**config.mk**
```make
export PLATFORM = sky130hd
export DESIGN_NAME = rtqi_front
export DESIGN_NICKNAME = d
export VERILOG_FILES = /design/src/design/rtqi_pkg.sv /design/src/design/rtqi_front.sv
export SDC_FILE = /design/constraint.sdc
export NUM_CORES = 1
export LEC_CHECK = 0
export BUFFER_PORTS_ARGS = -buffer_cell sky130_fd_sc_hd__buf_2
export CORE_MARGIN = 3
export CORE_UTILIZATION = 60
export DETAILED_ROUTE_END_ITERATION = 16
export PLACE_DENSITY = 0.83
export REMOVE_ABC_BUFFERS = 1
export SLEW_MARGIN = 20
export SYNTH_ARGS = -nofsm -noshare
export SYNTH_HDL_FRONTEND = slang
export SYNTH_SLANG_ARGS = --single-unit
```
**constraint.sdc**
```tcl
create_clock -name i_clk -period 8.6 [get_ports i_clk]
set_input_delay 0.43 -clock i_clk [delete_from_list [all_inputs] [get_ports i_clk]]
set_output_delay 0.43 -clock i_clk [all_outputs]
set_load 0.1 [all_outputs]
```
**src/design/rtqi_pkg.sv**
```systemverilog
// Shared types, constants and helper functions for the curve table
// interpolation unit. No dependencies; every other design file uses it.
`timescale 1ns / 1ps
package rtqi_pkg;

    localparam int MAX_POINTS_DEF = 16;
    localparam int FRAC_BITS_DEF  = 16;
    // widest table index carried between front and back (256 entries)
    localparam int IDX_MAX_W      = 8;

    // intermediate saturation limit, 2^61
    localparam logic        [63:0] SAT_MAG = 64'h2000_0000_0000_0000;
    localparam logic signed [63:0] SAT_POS = 64'sh2000_0000_0000_0000;
    localparam logic signed [63:0] SAT_NEG = 64'shE000_0000_0000_0000;

    localparam logic [1:0] STATUS_OK         = 2'd0;
    localparam logic [1:0] STATUS_NO_BRACKET = 2'd1;
    localparam logic [1:0] STATUS_SAT        = 2'd2;

    typedef enum logic {
        REQ_LOAD  = 1'b0,
        REQ_QUERY = 1'b1
    } t_req;

    // one queued item: x is point_x for a load, query_x for a query
    typedef struct packed {
        t_req                  req;
        logic [IDX_MAX_W-1:0]  idx;
        logic [31:0]           x;
        logic [31:0]           y;
    } t_item;

    function automatic logic [63:0] mag64(input logic signed [63:0] v);
        return v[63] ? (64'd0 - v) : v;
    endfunction

    function automatic logic signed [63:0] sx32(input logic [31:0] v);
        return {{32{v[31]}}, v};
    endfunction

    function automatic logic over61(input logic signed [63:0] v);
        return (v > SAT_POS) || (v < SAT_NEG);
    endfunction

    function automatic logic signed [63:0] clip61(input logic signed [63:0] v);
        logic signed [63:0] r;
        r = v;
        if (v > SAT_POS) r = SAT_POS;
        if (v < SAT_NEG) r = SAT_NEG;
        return r;
    endfunction

endpackage

```
**src/design/rtqi_front.sv**
```systemverilog
// Front end: accepts stream items, classifies loads and queries, drops loads
// beyond the table and queues the rest for the back end. Uses rtqi_pkg.
`timescale 1ns / 1ps
module rtqi_front #(
    parameter int MAX_POINTS = rtqi_pkg::MAX_POINTS_DEF
) (
    input  logic           i_clk,
    input  logic           i_rst_n,
    input  logic           i_s_tvalid,
    output logic           o_s_tready,
    input  logic [103:0]   i_s_tdata,
    input  logic [0:0]     i_s_tuser,
    output logic           o_valid,
    output rtqi_pkg::t_item o_item,
    input  logic           i_pop
);
    localparam int DEPTH = 4;

    rtqi_pkg::t_item r_q [DEPTH];
    logic [1:0] r_wp, r_rp;
    logic [2:0] r_cnt;
    logic       push, keep;
    rtqi_pkg::t_item item;

    // classify the incoming item
    always_comb begin
        item.req = rtqi_pkg::t_req'(i_s_tuser[0]);
        item.idx = {4'd0, i_s_tdata[3:0]};
        item.x   = (item.req == rtqi_pkg::REQ_QUERY) ? i_s_tdata[99:68] : i_s_tdata[35:4];
        item.y   = i_s_tdata[67:36];
        keep     = (item.req == rtqi_pkg::REQ_QUERY) ||
                   ({1'b0, item.idx} < 9'(MAX_POINTS));
    end

    assign o_s_tready = (r_cnt != 3'(DEPTH));
    assign push       = i_s_tvalid && o_s_tready && keep;
    assign o_valid    = (r_cnt != 3'd0);
    assign o_item     = r_q[r_rp];

    // queue storage
    always_ff @(posedge i_clk) begin
        if (push) begin
            r_q[r_wp] <= item;
        end
    end

    // advance pointers and fill count
    always_ff @(posedge i_clk) begin
        if (!i_rst_n) begin
            r_wp  <= '0;
            r_rp  <= '0;
            r_cnt <= '0;
        end else begin
            if (push) r_wp <= r_wp + 2'd1;
            if (i_pop) r_rp <= r_rp + 2'd1;
            r_cnt <= r_cnt + 3'(push) - 3'(i_pop);
        end
    end
endmodule

```
==> impl_metrics.tcl, run 1 <==
set metrics [dict create \
    tns_ps 0 \
    crit_type "register to output pin" \
    syn_to_final_growth_pct 18.5 \
    drt-total-wl_mm 19.4 \
    period_share 0.393 \
    synth_commonest_cells "276 x edfxtp_1, 69 x mux4_2, 30 x mux2_2" \
    min_to "r_q[2][7]" \
    crit_chain "buf_4 -> mux4_2 -> buf_2" \
    grt_pass1_vias 5608 \
    drc 0 \
    r2r_end "r_cnt[2]" \
    clk_root_buffer_cell "clkbuf_16" \
    drive_above_1_share 0.492 \
    crit_slowest_cell "buf_4" \
    gr-total-overflow 0 \
    maxSlewHeadroom 0.277 \
    drtIter0Drc 360 \
    synthArstFlopShare 0 \
    gr-usage-all-layers 0.202 \
    dp_hpwl_mm 11.0 \
    synthTopCellsByArea "edfxtp_1 76%, mux4_2 14%, mux2_2 3.1%" \
    vias_per_cell 5.74 \
    fmax_ghz 0.296 \
    syn_area_mm2 0.0108 \
    syn_inst 449 \
    maxCapViolCount 0 \
    finalSetupViolCount 0 \
    fin_crit_ps 3380 \
    gp_congestion 0.698 \
    ys.flop_type "edfxtp_1" \
    cellLeakagePower_nw 4.43 \
    firstDrtPassIters 4 \
    cts-buffers-inserted 27 \
    worstSetupEndpointType "output pin" \
    row_count 48 \
    p_per_area_mw_per_mm2 313 \
    ir_drop_v 0.000316 \
    die_area_mm2 0.0197 \
    synth_seq_cells 285 \
    crit_buf_inv 2 \
    start_util 0.620 \
    post_cts_buffers 0 \
    synth_most_common_cell "edfxtp_1" \
    r2r_slack_ps 6000 \
    r2r_cells 11 \
    hold_ws_ps 125 \
    clk_latency_ps 520 \
    port_buffers 175 \
    finalHoldViolations 0 \
    start_kind "register" \
    die_w_um 140 \
    synth_top_cell_by_area "edfxtp_1" \
    fp.dieH_um 140 \
    cp_max_fo 42 \
    cts_hold_buf 0 \
    core-area_mm2 0.0175 \
    syn-mean-instance-area_um2 24.1 \
    clkSinkCount 285 \
    hold_class "primary input to register" \
    path_delay_family "buffers and inverters" \
    nNetsFinal 748 \
    vias 5039 \
    min_from "i_s_tdata[43]" \
    crit_arrival_ps 2950 \
    skew_ps 13.8 \
    cts_max_path_buffers 3 \
    synth_top_area_share 0.765 \
    whs_path_depth 1 \
    ant_nets 0 \
    num_io_pins 184 \
    synth-edff-count 276 \
    r2r-start "r_cnt[1]" \
    htreeDepth 1 \
    grt_setup_unrepaired "no" \
    antenna_found_initial 0 \
    cts_tree "done" \
    tightest_slew_ps 1080 \
    yosysUniqueCellTypes 23 \
    wl_per_cell_um 22.1 \
    yosysSeqAreaShare 0.782 \
    drv_slew 0 \
    required_ps 8170 \
    grt_pass1_wl_mm 31.0 \
    cts.repair.resized 0 \
    cp_slowest_stage_delay_ps 770 \
    status "finished, final reports clean" \
    grt_max_degree 70 \
    yosys_warnings 0 \
    path_clk_slew_ps 60 \
    fill_cells 997 \
]
## flip-flops by register name, indices dropped and copies added, names as in the netlist, named ones only
name,count
r_rp,2
r_wp,2
r_cnt,3
r_q,276
## through the flow
step / power [mW] / worst slack [ps] / std cells / utilization / instance area (um^2)
after CTS: 4.05 / 5070 / 877 / 0.734 / 12800
final: 4.01 / 5220 / 878 / 0.734 / 12800
after global routing: 4.15 / 4940 / 877 / 0.734 / 12800
after global placement: 2.74 / 5610 / 828 / 0.678 / 11900
after floorplan: 2.59 / 4310 / 427 / - / 10700
after detailed placement: 2.76 / 5630 / 828 / 0.678 / 11900
## power by group
part / leakage, nW / switching, mW / internal, mW
sequential: 2.60 / 0.0563 / 1.69
combinational: 1.35 / 0.784 / 0.202
clock: 0.476 / 0.473 / 0.812
## how the worst max path moves through the flow
stage | slack [ps] | to | depth (start not counted) | startpoint
after floorplan | 4310 | o_item[0] | 1 | register
after global placement | 5610 | o_item[12] | 3 | register
after CTS | 5070 | o_item[32] | 3 | register
after detailed placement | 5630 | o_item[12] | 3 | register
final | 5220 | o_item[63] | 3 | register
after global routing | 4940 | o_item[63] | 3 | register
## worst register-to-register path, cell delays in order, from the launching register on
cell	delay [ps]
dfxtp_1	420
nor2_1	90
a21boi_1	500
inv_1	100
ha_1	290
inv_1	60
ha_1	130
inv_1	50
fa_1	400
xnor2_1	220
xnor2_1	80
and2_1	150
## routing by layer
layer / global-route usage / up-vias / part of all wire
li1: - / 2236 / -
met1: 0.277 / 2571 / 0.39
met2: 0.345 / 206 / 0.53
met4: 0.0469 / 0 / 0.015
met5: 0 / - / 0
met3: 0.0376 / 26 / 0.071
## cell usage in the layout (no fill, tap or decap), drive strengths merged
master      n
fa          1
buf       176
a21boi      1
dfxtp       9
mux4       69
clkbuf     29
nand2       6
edfxtp    276
ha          6
nor2b       1
inv         6
nor2        1
mux2i       2
xor2        1
xnor2       3
and2        9
diode       1
conb        4
bufinv      8
or3         1
mux2       32
clkinv     10
clkinvlp    1
## kinds of logic (layout without fill, tap and decap cells)
logic type,count (synthesis),after routing,share of synthesized area
flops,285,285,0.782
fa+ha+maj,7,7,0.00878
buf+inv,30,230,0.0181
simple gates,18,18,0.00878
other cells,1,5,0.000346
mux,103,103,0.179
xor+xnor,4,4,0.00323
compound gates,1,1,0.000693
## cell type report
| type | instances | area (um^2) | share of cell area |
|---|---|---|---|
| repair buffers | 176 | 883 | 0.0688 |
| flip-flops and latches | 285 | 8480 | 0.660 |
| multi-input cells | 137 | 2190 | 0.171 |
| clock inverters | 20 | 298 | 0.0232 |
| well taps | 225 | 282 | 0.0219 |
| clock buffers | 29 | 683 | 0.0532 |
| inverters | 5 | 18.8 | 0.00146 |
| diodes | 1 | 2.50 | 0.000195 |
(Power assumes the default switching activity.)
==> run 2, diff against run 1 <==
CORE_UTILIZATION = 50   (was 60)
PLACE_DENSITY = 0.74   (was 0.83)
clock period = 3.05 ns   (was 8.6 ns; I/O delays follow)
==> impl_metrics.tcl, run 2 (synthesis results as in run 1) <==
set metrics [dict create \
    status "finished, final reports clean" \
    hold_ws_ps 14.7 \
    clk_root_buffer_cell "clkbuf_16" \
    crit_arrival_ps 2340 \
    top_register "r_q" \
    cp_max_fo 30 \
    fin_ws_ps 554 \
    r2r-start "r_cnt[1]" \
    fp.dieH_um 153 \
    post-route-cell-area_mm2 0.0140 \
    syn_to_final_growth_pct 29.2 \
    cellLeakagePower_nw 4.89 \
    seq_area_mm2 0.00848 \
    gp_congestion 0.743 \
    vias_per_cell 5.29 \
    n_antenna_cell 0 \
    p_per_area_mw_per_mm2 808 \
    dp_hpwl_mm 12.1 \
    grt_pass1_vias 6040 \
    maxSlewHeadroom 0.418 \
    grt_pass1_wl_mm 33.2 \
    drv_slew 0 \
    place_ws_ps 647 \
    fmax_ghz 0.401 \
    reg.largest.list "r_q: 276 flops, r_cnt: 3 flops" \
    fill_cells 1378 \
    die_area_mm2 0.0235 \
    htreeDepth 1 \
    grt_max_degree 54 \
    cts.repair.resized 0 \
    firstDrtPassIters 4 \
    min_from "i_s_tdata[72]" \
    final_cell_mix "276 x edfxtp_1, 175 x buf_2, 99 x dlygate4sd3_1" \
    gr-total-overflow 0 \
    nNetsFinal 858 \
    tightest_slew_ps 872 \
    cts_max_path_buffers 3 \
    p_sw_mw 3.77 \
    antenna_found_initial 0 \
    finalSetupViolCount 0 \
    r2r_slack_ps 630 \
    whs_path_depth 2 \
    power_frac_comb 0.264 \
    start_kind "register" \
    die_w_um 153 \
    num_io_pins 184 \
    worstSetupEndpointType "output pin" \
    r2r_end "r_cnt[2]" \
    drc 0 \
    fin_crit_ps 2500 \
    row_count 53 \
    skew_ps 5.57 \
    core-area_mm2 0.0212 \
    path_clk_slew_ps 60 \
    finalHoldViolations 0 \
    switching_share 0.333 \
    largest_reg_flops 276 \
    layout_commonest_cell "edfxtp_1" \
    r2r_cells 12 \
    p_seq_frac 0.431 \
    p_int_mw 7.54 \
    place_area_mm2 0.0121 \
    maxCapViolCount 0 \
    ir_drop_v 0.000723 \
    cts-buffers-inserted 29 \
    clk_latency_ps 520 \
    required_ps 2900 \
    start_util 0.512 \
    hold_class "primary input to register" \
    vias 5485 \
    clockPowerShare 0.304 \
    ant_nets 0 \
    clkSinkCount 285 \
    grt_setup_unrepaired "no" \
    port_buffers 175 \
    gr-usage-all-layers 0.179 \
    p_total_mw 11.3 \
    crit_type "register to output pin" \
    multiInputGateArea_mm2 0.00219 \
    drive_above_1_share 0.435 \
    min_to "r_q[3][36]" \
    period_share 0.818 \
    cts_tree "done" \
    drt-total-wl_mm 20.9 \
    wl_per_cell_um 20.2 \
    drtIter0Drc 292 \
]
## run 2: changes by cell type in the layout (fill, tap and decap cells not counted)
cell,delta
buf_12,+7
buf_4,+2
bufinv_16,-4
clkbuf_1,+4
clkbuf_16,+2
clkinv_1,-4
clkinv_4,+2
clkinvlp_4,+1
diode_2,-1
dlygate4sd3_1,+99
## run 2: power by group through the flow
stage,logic (mW),registers [mW],clock network [mW]
3_3_place_gp,2.86,4.93,0
5_1_grt,3.11,4.91,3.68
4_1_cts,3.02,4.88,3.53
6_report,2.99,4.88,3.44
3_5_place_dp,2.90,4.96,0
2_1_floorplan,2.32,4.97,0
## run 2: layout make-up
class,instances,area share
Tap cell,275,0.0246
Sequential cell,285,0.606
Clock buffer,35,0.0535
Multi-Input combinational cell,137,0.157
Timing Repair Buffer,284,0.145
Inverter,5,0.00134
Clock inverter,15,0.0134
## run 2: per-stage QoR
stage | utilization | setup TNS (ps) | std cells
2_1_floorplan | - | -66500 | 427
3_3_place_gp | 0.571 | 0 | 887
3_5_place_dp | 0.571 | 0 | 887
4_1_cts | 0.662 | 0 | 1036
5_1_grt | 0.662 | 0 | 1036
6_report | 0.662 | 0 | 1036
## run 2: worst max path at each step
stage | start | end | slack, ps | depth (start not counted)
final | register | o_item[26] | 550 | 3
after global routing | register | o_item[26] | 400 | 3
after CTS | register | o_item[5] | 460 | 3
after detailed placement | r_cnt[1] | r_cnt[2] | 650 | 12
after global placement | r_cnt[1] | r_cnt[2] | 800 | 12
after floorplan | register | o_item[0] | -960 | 1
## run 2: routing by layer
layer | global-route usage | wire (um) | vias to the layer above
met2 | 0.314 | 11000 | 160
met3 | 0.0311 | 1120 | 26
li1 | - | - | 2465
met5 | 0 | 0 | -
met4 | 0.0416 | 301 | 0
met1 | 0.237 | 8530 | 2834
## run 2: critical path, cell delays in order, from the launching register on
cell and delay, ps:
dfxtp_4 610, buf_12 310, mux4_2 570, buf_2 310
## run 2: what timing repair did
| item | CTS | global route |
|---|---|---|
| hold buffers | 99 | 0 |
| hold endpoints to repair | 277 | 0 |
| buffers inserted | 0 | 0 |
==> run 3, diff against run 2 <==
clock period = 2.25 ns   (was 3.05 ns; I/O delays follow)
==> impl_metrics.tcl, run 3 (synthesis results as in run 1) <==
set metrics [dict create \
    status "finished, final reports clean" \
    crit_arrival_ps 2070 \
    p_per_area_mw_per_mm2 1100 \
    num_io_pins 184 \
    cp_max_fo 32 \
    busiest_layer "met2" \
    crit_buf_inv 2 \
    dp_hpwl_mm 12.0 \
    ir_drop_v 0.000831 \
    fmax_ghz 0.458 \
    grt_use_met2 0.308 \
    drtIter0Drc 345 \
    clk_root_buffer_cell "clkbuf_16" \
    period_share 0.971 \
    die_area_mm2 0.0235 \
    power_frac_comb 0.274 \
    grt_max_degree 41 \
    finalSetupViolCount 0 \
    p_int_mw 10.7 \
    gr-total-overflow 0 \
    drt-total-wl_mm 21.0 \
    clockPowerShare 0.311 \
    switching_share 0.327 \
    grt_setup_unrepaired "yes" \
    drv_slew 0 \
    maxSlewHeadroom 0.592 \
    row_count 53 \
    top_register "r_q" \
    tightest_slew_ps 612 \
    n_antenna_cell 0 \
    met1_usage 0.242 \
    vias 5571 \
    place_area_mm2 0.0122 \
    finish.utilization 0.679 \
    die_w_um 153 \
    vias_per_cell 5.32 \
    start_kind "register" \
    finalHoldViolations 0 \
    fp.dieH_um 153 \
    grt_pass1_vias 6203 \
    cts_tree "done" \
    grt_pass1_wl_mm 33.6 \
    final_cell_mix "276 x edfxtp_1, 119 x buf_2, 103 x dlygate4sd3_1" \
    clkSinkCount 285 \
    r2r-start "r_cnt[1]" \
    cts-buffers-inserted 28 \
    firstDrtPassIters 7 \
    skew_ps 17.7 \
    gp_congestion 0.723 \
    core-area_mm2 0.0212 \
    reg.largest.list "r_q: 276 flops, r_cnt: 3 flops" \
    clk_latency_ps 530 \
    required_ps 2140 \
    p_seq_frac 0.416 \
    gr-usage-all-layers 0.180 \
    ant_nets 0 \
    start_util 0.512 \
    hold_class "primary input to register" \
    cellLeakagePower_nw 5.05 \
    maxCapViolCount 0 \
    largest_reg_flops 276 \
    path_delay_family "buffers and inverters" \
    syn_to_final_growth_pct 32.7 \
    met3_usage 0.0343 \
    cts_max_path_buffers 3 \
    post-route-cell-area_mm2 0.0144 \
    drive_above_1_share 0.448 \
    nNetsFinal 867 \
    crit_type "register to output pin" \
    worstSetupEndpointType "output pin" \
    drc 0 \
    port_buffers 175 \
    htreeDepth 1 \
    min_from "i_s_tvalid" \
    post_cts_buffers 0 \
    tns_ps 0 \
    crit_chain "buf_16 -> mux4_2 -> buf_2" \
    layout_commonest_cell "edfxtp_1" \
    fin_crit_ps 2180 \
    wl_per_cell_um 20.1 \
    cp_slowest_stage_delay_ps 560 \
    crit_slowest_cell "mux4_2" \
    p_sw_mw 5.18 \
    path_clk_slew_ps 60 \
    antenna_found_initial 0 \
]
==> run 3: repair_timing <==
action,in CTS,in global routing
hold buffers,103,0
gates cloned,0,0
hold endpoints to repair,281,0
setup endpoints to repair,14,61
resized for setup,14,83
pin swaps,1,0
==> run 3: cell type report <==
class | instances | area [um^2]
repair buffers | 294 | 2330
inverters | 5 | 18.8
well taps | 275 | 344
clock buffers | 36 | 792
flip-flops and latches | 285 | 8480
fillers | 1343 | 6780
multi-input cells | 137 | 2210
clock inverters | 16 | 206
==> run 3: power by group through the flow <==
stage          combinational (mW)  clock (mW)  sequential (mW)
3_3_place_gp                 3.97           0             6.63
3_5_place_dp                 4.02           0             6.68
2_1_floorplan                3.15           0             6.74
5_1_grt                      4.51        5.26             6.62
4_1_cts                      4.24        5.03             6.58
6_report                     4.33        4.92             6.58
==> run 3: metrics by stage <==
step | power, mW | cells | setup WS [ps] | hold WS (ps)
floorplan | 9.89 | 427 | -1720 | 211
global placement | 10.6 | 893 | 129 | 322
detailed placement | 10.7 | 893 | -55.9 | 330
CTS | 15.8 | 1048 | -9.89 | 113
global route | 16.4 | 1048 | -38.7 | 149
finish | 15.8 | 1048 | 65.5 | 125
==> run 3: per-layer routing <==
metal	up-vias	part of all wire
met1	2845	0.40
met4	0	0.020
li1	2484	-
met5	-	0
met3	40	0.065
met2	202	0.51
==> run 3: path summary, 6_finish.rpt <==
check              endpoint  slack, ps  depth (start not counted)
setup / recovery  o_item[1]         70                          3
hold / removal      r_wp[1]        130                          4
setup reg to reg   r_cnt[2]        100                         11
hold reg to reg     r_wp[1]        540                          2
==> run 3: worst reg2reg max path, cell delays in order, from the launching register on <==
cell and delay (ps):
dfxtp_4 380, nor2_1 80, a21boi_2 150, inv_1 60
ha_1 280, inv_1 70, ha_1 140, inv_1 70
fa_2 390, xnor2_2 160, xnor2_1 130, and2_1 150
